### config.mk
export PLATFORM = sky130hd
export DESIGN_NAME = rbn_walk
export DESIGN_NICKNAME = d
export VERILOG_FILES = /design/src/rtl/rbn_pkg.sv /design/src/rtl/rbn_walk.sv
export SDC_FILE = /design/constraint.sdc
export NUM_CORES = 2
export LEC_CHECK = 0
export BUFFER_PORTS_ARGS = -buffer_cell sky130_fd_sc_hd__buf_2
export CAP_MARGIN = 15
export CORE_MARGIN = 3
export CORE_UTILIZATION = 52
export DETAILED_ROUTE_END_ITERATION = 8
export HOLD_SLACK_MARGIN = 0.06
export PLACE_DENSITY = 0.77
export SETUP_SLACK_MARGIN = 0.15
export SYNTH_ARGS = -nofsm -noshare
export SYNTH_HDL_FRONTEND = slang
export SYNTH_SLANG_ARGS = --single-unit
### constraint.sdc
create_clock -name clk -period 19.9 [get_ports clk]
set_input_delay 4.975 -clock clk [delete_from_list [all_inputs] [get_ports clk]]
set_output_delay 4.975 -clock clk [all_outputs]
set_load 0.005 [all_outputs]
### src/rtl/rbn_pkg.sv
// ----------------------------------------------------------------------------
// rbn_pkg
// Types, constants and width helpers for the fractional-edge rebinning block.
// ----------------------------------------------------------------------------
`timescale 1ns / 1ps

package rbn_pkg;

  localparam int MAX_SAMPLES_DEF   = 4096;
  localparam int FRACTION_BITS_DEF = 16;

  localparam int SAMPLE_W = 31;
  localparam int EDGE_W   = 28;
  localparam int SUM_W    = 59;
  localparam int OFFSET_W = 12;
  localparam int INDEX_W  = 2;

  localparam logic OP_LOAD = 1'b0;
  localparam logic OP_EDGE = 1'b1;

  localparam logic [INDEX_W-1:0] CFG_START_OFFSET = 2'd0;
  localparam logic [INDEX_W-1:0] CFG_DOWNWARD     = 2'd1;

  typedef struct packed {
    logic                opcode;
    logic [SAMPLE_W-1:0] sample_value;
    logic [EDGE_W-1:0]   edge_position;
    logic                last_bin;
  } in_item_t;

  typedef struct packed {
    logic [SUM_W-1:0] bin_sum;
    logic             edge_error;
    logic             last;
  } out_item_t;

  function automatic int cnt_width(input int max_samples);
    return $clog2(max_samples + 1);
  endfunction

  function automatic int pos_width(input int max_samples, input int fraction_bits);
    int w;
    w = $clog2(max_samples + 1) + fraction_bits;
    return (w > EDGE_W) ? w : EDGE_W;
  endfunction

endpackage

### src/rtl/rbn_walk.sv
// ----------------------------------------------------------------------------
// rbn_walk
// Walks the sample cells of one bin: reads each sample, weights it by its
// overlap with the bin, and accumulates a saturating sum.
// ----------------------------------------------------------------------------
`timescale 1ns / 1ps

module rbn_walk #(
  parameter int MAX_SAMPLES   = rbn_pkg::MAX_SAMPLES_DEF,
  parameter int FRACTION_BITS = rbn_pkg::FRACTION_BITS_DEF,
  localparam int CNT_W  = rbn_pkg::cnt_width(MAX_SAMPLES),
  localparam int POS_W  = rbn_pkg::pos_width(MAX_SAMPLES, FRACTION_BITS),
  localparam int AW     = $clog2(MAX_SAMPLES)
) (
  input  logic                           clk,
  input  logic                           rst,
  input  logic                           go,
  input  logic [POS_W-1:0]               lo,
  input  logic [POS_W-1:0]               hi,
  input  logic [CNT_W-1:0]               n,
  input  logic [rbn_pkg::OFFSET_W-1:0]   offset,
  output logic                           done,
  output logic [rbn_pkg::SUM_W-1:0]      sum,
  output logic                           rd_en,
  output logic [AW-1:0]                  rd_addr,
  input  logic [rbn_pkg::SAMPLE_W-1:0]   rd_data
);

  localparam int IW     = POS_W - FRACTION_BITS;
  localparam int AF     = ((rbn_pkg::OFFSET_W > IW) ? rbn_pkg::OFFSET_W : IW) + 1;
  localparam int PROD_W = rbn_pkg::SAMPLE_W + FRACTION_BITS + 1;
  localparam logic [FRACTION_BITS:0] ONE = {1'b1, {FRACTION_BITS{1'b0}}};

  typedef enum logic [2:0] {
    W_IDLE  = 3'b001,
    W_RUN   = 3'b010,
    W_DRAIN = 3'b100
  } wstate_t;

  wstate_t                  state;
  logic [IW-1:0]            idx;
  logic                     v0;
  logic                     pv;
  logic [FRACTION_BITS:0]   ov0;
  logic [PROD_W-1:0]        prod;
  logic [rbn_pkg::SUM_W-1:0] acc;

  logic [IW-1:0]            lo_int;
  logic [IW-1:0]            hi_int;
  logic [FRACTION_BITS-1:0] lo_frac;
  logic [FRACTION_BITS-1:0] hi_frac;
  logic                     cond;
  logic                     first_cell;
  logic                     last_cell;
  logic [FRACTION_BITS:0]   overlap;
  logic [AF-1:0]            addr_full;
  logic [rbn_pkg::SUM_W:0]  acc_next;

  assign lo_int  = lo[POS_W-1:FRACTION_BITS];
  assign hi_int  = hi[POS_W-1:FRACTION_BITS];
  assign lo_frac = lo[FRACTION_BITS-1:0];
  assign hi_frac = hi[FRACTION_BITS-1:0];

  assign first_cell = (idx == lo_int);
  assign last_cell  = (idx == hi_int);
  assign cond = (idx < IW'(n)) &&
                ((idx < hi_int) || (last_cell && (hi_frac != '0)));

  always_comb begin
    if (first_cell && last_cell) begin
      overlap = {1'b0, hi_frac} - {1'b0, lo_frac};
    end else if (first_cell) begin
      overlap = ONE - {1'b0, lo_frac};
    end else if (last_cell) begin
      overlap = {1'b0, hi_frac};
    end else begin
      overlap = ONE;
    end
  end

  assign addr_full = AF'(offset) + AF'(idx);
  assign rd_addr   = addr_full[AW-1:0];
  assign rd_en     = (state == W_RUN) && cond;

  assign acc_next = {1'b0, acc} + (rbn_pkg::SUM_W + 1)'(prod);
  assign done     = (state == W_DRAIN) && !v0 && !pv;
  assign sum      = acc;

  always_ff @(posedge clk) begin
    if (rst) begin
      state <= W_IDLE;
      v0    <= 1'b0;
      pv    <= 1'b0;
    end else begin
      pv <= v0;
      v0 <= 1'b0;
      unique case (state)
        W_IDLE: begin
          if (go) begin
            state <= W_RUN;
          end
        end
        W_RUN: begin
          if (cond) begin
            v0 <= 1'b1;
          end else begin
            state <= W_DRAIN;
          end
        end
        W_DRAIN: begin
          if (!v0 && !pv) begin
            state <= W_IDLE;
          end
        end
        default: begin
          state <= W_IDLE;
        end
      endcase
    end
  end

  always_ff @(posedge clk) begin
    prod <= rd_data * ov0;
    if ((state == W_IDLE) && go) begin
      idx <= lo_int;
      acc <= '0;
    end else begin
      if (rd_en) begin
        idx <= idx + 1'b1;
        ov0 <= overlap;
      end
      if (pv) begin
        if (acc_next[rbn_pkg::SUM_W]) begin
          acc <= '1;
        end else begin
          acc <= acc_next[rbn_pkg::SUM_W-1:0];
        end
      end
    end
  end

endmodule

### Yosys cells after proc, flatten, opt, wreduce, memory -nomap -nowiden

Cells that the tools add are included.

* register bits: 142
* input port bits: 117
* output and inout port bits: 73
* logic and storage cells: 52

* add/subtract/negate cells: 5
* $mul: 1
* magnitude comparators: 2
* equal/unequal tests: 8
* mux-type cells: 11
* bitwise gates (word level): 2
* reduce and logical (&&, ||, !) cells: 16

Operators with widths (number)
* 59-bit by 48-bit adder with 60-bit output: 1
* 59-bit 2-to-1 mux: 1
* 17-bit 2-to-1 mux: 3
* 31-bit by 17-bit multiplier with 48-bit output: 1
* 13-bit == test: 2
* 13-bit less-than comparator: 2
* 13-bit 2-to-1 mux: 2
* 16-bit by 16-bit subtractor with 17-bit output: 1
* 17-bit by 16-bit subtractor with 17-bit output, first input constant: 1
* 16-bit nonzero test: 1
* 13-bit by 1-bit adder with 13-bit output, second input constant: 1
* 12-bit adder: 1
* 3-bit 2-to-1 mux: 3
* 3-bit case mux with 3 select lines: 1
* 1-bit logical AND: 8
* 2-bit != test, second input constant: 2
* 3-bit by 1-bit == test with 1-bit output, second input constant: 1
* 3-bit by 2-bit == test with 1-bit output, second input constant: 1
* 3-bit == test, second input constant: 1
* 3-bit AND reduction: 1
* 1-bit logical NOT: 2
* 2-bit by 1-bit != test with 1-bit output, second input constant: 1
* 1-bit inverter: 2
* 2-bit AND reduction: 1
* other kinds (4): 4

### Logic depth before layout (Yosys ltp)

* depth in word-level cells: 7
* gate-level depth with buffers: 27
* gate-level depth less buffers: 25

### Worst setup path after synthesis

OpenSTA, ideal clock, no wires.

* path type: input port to output port
* start: input port offset[0] (netlist bit)
* end: output port rd_addr[10]
* arrival time: 6.848 ns
* data required time: 14.925 ns
* setup slack: 8.077 ns
* stages on the path: 14
* buffers on the path: 0
* cell sequence: ha_1 > inv_1 > fa_1 > inv_1 > a21oi_1 > o21ai_0 > and2_1 > o21ai_0 > nand2b_1 > a21o_1 > a21o_1 > a21o_1 > a21oi_1 > xnor2_1

* word-level cells in the longest chain between the ends: 1

RTL lines
* from (decl): RTL line rbn_walk.sv:21 `input logic [rbn_pkg::OFFSET_W-1:0] offset,`
* 12-bit adder: RTL line rbn_walk.sv:81 `assign addr_full = AF'(offset) + AF'(idx);`
* to (decl): RTL line rbn_walk.sv:25 `output logic [AW-1:0] rd_addr,`

No other way between the ends.

### Worst setup path after layout

Same ends and word-level chain as after synthesis.

==> impl_results.md <==
- Status: completed
- Fin cells: 3,860
- H-tree depth: 4
- End point of the worst hold path: pv$_SDFF_PP0_
- Register area: about 3100 um2
- Antenna-violating nets left: 0
- Max cap viols: 0
- Slew Viols, Final: 0
- Hold_ws: 474 ps
- Path depth of the worst reg2reg path: 23
- Yosys warning count: 0
- #FFs+latches synth: roughly 140
- Fin util: 0.572
- Hold crit path type: register to register
- Inst Count DP: 3,828
- Prevailing post-synth register cell: dfxtp_1
- Layout cell share with drive strength beyond 1: 0.0839
- Hold Crit Start: v0$_SDFF_PP0_
- Setup bufs post-CTS: 0
- R2R Setup Slk: approximately 13,000 ps
- CP Capture Type: output port
- CP startpoint kind: input port
- Largest net degree at the start of global routing: 88
- Clk Latency, worst-skew pair: between 400 and 500 ps
- Synth Cell Area: ~26,000 um2
- Total GRT Usage: 0.253
- Core ar.: roughly 50,000 um2
- CTS clk-pin slew, worst paths: 60 ps
- Critical-path maximum fanout: 2
- Mapped Nets: 3,872
- Hold_buf cts: 0
- Area growth, synth to finish: 7.63%
- Post-Route Setup TNS: 0 ps
- Fillers: around 4,500
- 1st-iter DRT viols: about 1,200
- Period utilization: 0.617
- Area of the multi-input gates: around 20,000 um2
- RSZ-0062 raised after global routing: false
- Reg2reg start: ov0[2]$_DFFE_PP_
- ANT cells: 0
- Clk_skew: about 9.1 ps
- Site row count: 81
- Die Y: 231 um
- Nets: 3,961
- DRT Pass-1 Iters: 6
- DRC Markers: 0
- Required @ worst endpoint: 14,930 ps
- Ys async rst share: 0
- CTS sink count: roughly 140
- Hold Vio Cnt, Final: 0
- Cells after Synth: 3,094
- First-pass GRT wire length: 110,000 um
- Clock Path Buffers: 2
- Reg-to-reg endpoint: prod[40]$_DFF_P_
- Gp weighted congestion: roughly 0.91
- Unique masters post-synth: 70
- Chip Width: 231 um
- Setup CP Type: input port to output port
- Max_slew headroom: 0.213
- Total Wirelength: 66,200 um
- Max VDD drop: 0.0571 mV
- Vias: 21,457
- Via density: 5.56
- Design Power: 0.000823 W
- CTS tree: yes
- P_leak: 14.5 nW
- Starting Density: 0.532
- Post-CTS resize count: 0
- Sequential share of the synthesized area: 0.120
- Hold-critical path depth: 1
- Post-DP HPWL: 50,700 um
- Min cycle time layout: 12,270 ps
- I/O pin cnt: 190
- Cell area power density: 29.1 nW/um2
- EDFF count, synth: 30
- Vias in the first global route: 22,005
- Post-synthesis average cell area: 8.50 um2
- Arrival @ worst endpoint: 7300 ps
- Most common cell after layout, fill and taps aside: inv_1
- DR WL/cell: 17.2 um
- IO buf count: around 190
- Commonest cells after routing, fill and taps aside: inv_1 (594), fa_1 (437), nand2_1 (424), ha_1 (224), and2_1 (210)
- Final setup fails: 0
- Global route overflow: 0
- Worst slew pin tran: approximately 1200 ps
- Initial antenna violation count: 1
- Die area: 53,300 um2
- Maximum achievable frequency: 81.5 MHz
- TritonCTS buffer count: 17
- Clock root cell: clkbuf_16
-- Yosys cell counts, types with 4 or more instances --
library cell    n  share of area
a21o_1         76          0.022
a311oi_1        4         0.0013
xnor2_1        83          0.028
fa_1          437           0.33
dfxtp_1       112          0.085
and3_1         16         0.0038
xor2_1         62          0.021
a31oi_1        44          0.010
or2_2           4        0.00095
and2_1        210          0.050
o21ai_0       134          0.025
o22ai_1         5         0.0012
ha_1          224           0.11
a211oi_1        8         0.0023
edfxtp_1       30          0.034
o21bai_1       17         0.0049
nor2b_1        15         0.0036
nand2_1       424          0.061
or3_1           9         0.0021
nand3_1        30         0.0057
a21oi_1       142          0.027
nor3_1         21         0.0040
nand4_1        39         0.0093
o31a_1          6         0.0020
nor2_1         76          0.011
nand2b_1       15         0.0036
o31ai_1         7         0.0020
and4_1          8         0.0027
clkbuf_1      126          0.018
buf_2          13         0.0025
nor4_1         13         0.0031
a21boi_0        7         0.0020
o211ai_1        8         0.0023
o21a_1         12         0.0034
inv_1         594          0.085
mux2i_1         4         0.0015
a31o_2          5         0.0017
-- metrics by stage --
step	setup WS [ps]	area [um2]
finish	7630	28300
global route	7460	28300
CTS	7620	28300
detailed placement	7630	27700
global placement	7680	27700
floorplan	8080	26300
-- logic make-up (layout without fill, tap and decap cells) --
group           count (synthesis)  after routing  share of synthesized area
simple gates                  896            896                      0.165
xor+xnor                      145            145                     0.0483
fa+ha+maj                     661            661                      0.439
buf+inv                       737            839                      0.106
compound gates                508            508                      0.120
mux                             5              5                    0.00195
flops                         142            142                      0.120
-- per-layer routing --
metal  share of wire  global-route usage
met1            0.40               0.321
met2            0.51               0.450
met3           0.060              0.0339
met4           0.028              0.0769
met5               0                   0
-- worst max-delay path by stage --
stage,slack (ps),endpoint,from
2_1_floorplan,8080,rd_addr[10],offset[0]
3_3_place_gp,7680,rd_addr[10],offset[0]
3_5_place_dp,7630,rd_addr[10],offset[0]
4_1_cts,7620,rd_addr[10],offset[0]
5_1_grt,7460,rd_addr[10],offset[0]
6_report,7630,rd_addr[10],offset[0]
-- sequential cells by signal (all words and copies together) (netlist names) --
signal  count
prod       48
pv          1
idx        13
sum        59
ov0        17
state       3
v0          1
-- final cells by class --
class                      instances  share of cell area
inverter                         594              0.0788
multi-input combinational       2215               0.720
tap                              664              0.0293
clock buffer                      24              0.0177
sequential                       142               0.111
clock inverter                     8             0.00362
timing repair buffer             213              0.0398
-- power by group --
part	internal, W	total [W]	leakage [nW]	switching, W
clock	0.000202	0.000326	0.289	0.000124
sequential	0.000303	0.000314	1.23	0.0000110
combinational	0.0000736	0.000183	12.9	0.000109
total	0.000578	0.000823	14.5	0.000244
-- critical path, cell delays in order --
cell	delay [ps]
buf_2	100
ha_1	200
inv_1	70
fa_1	220
inv_1	50
a21oi_1	110
o21ai_0	130
and2_1	200
o21ai_0	150
nand2b_1	110
a21o_1	190
a21o_1	190
a21o_1	170
a21oi_1	170
xnor2_1	130
buf_2	130
(Power assumes the default switching activity.)
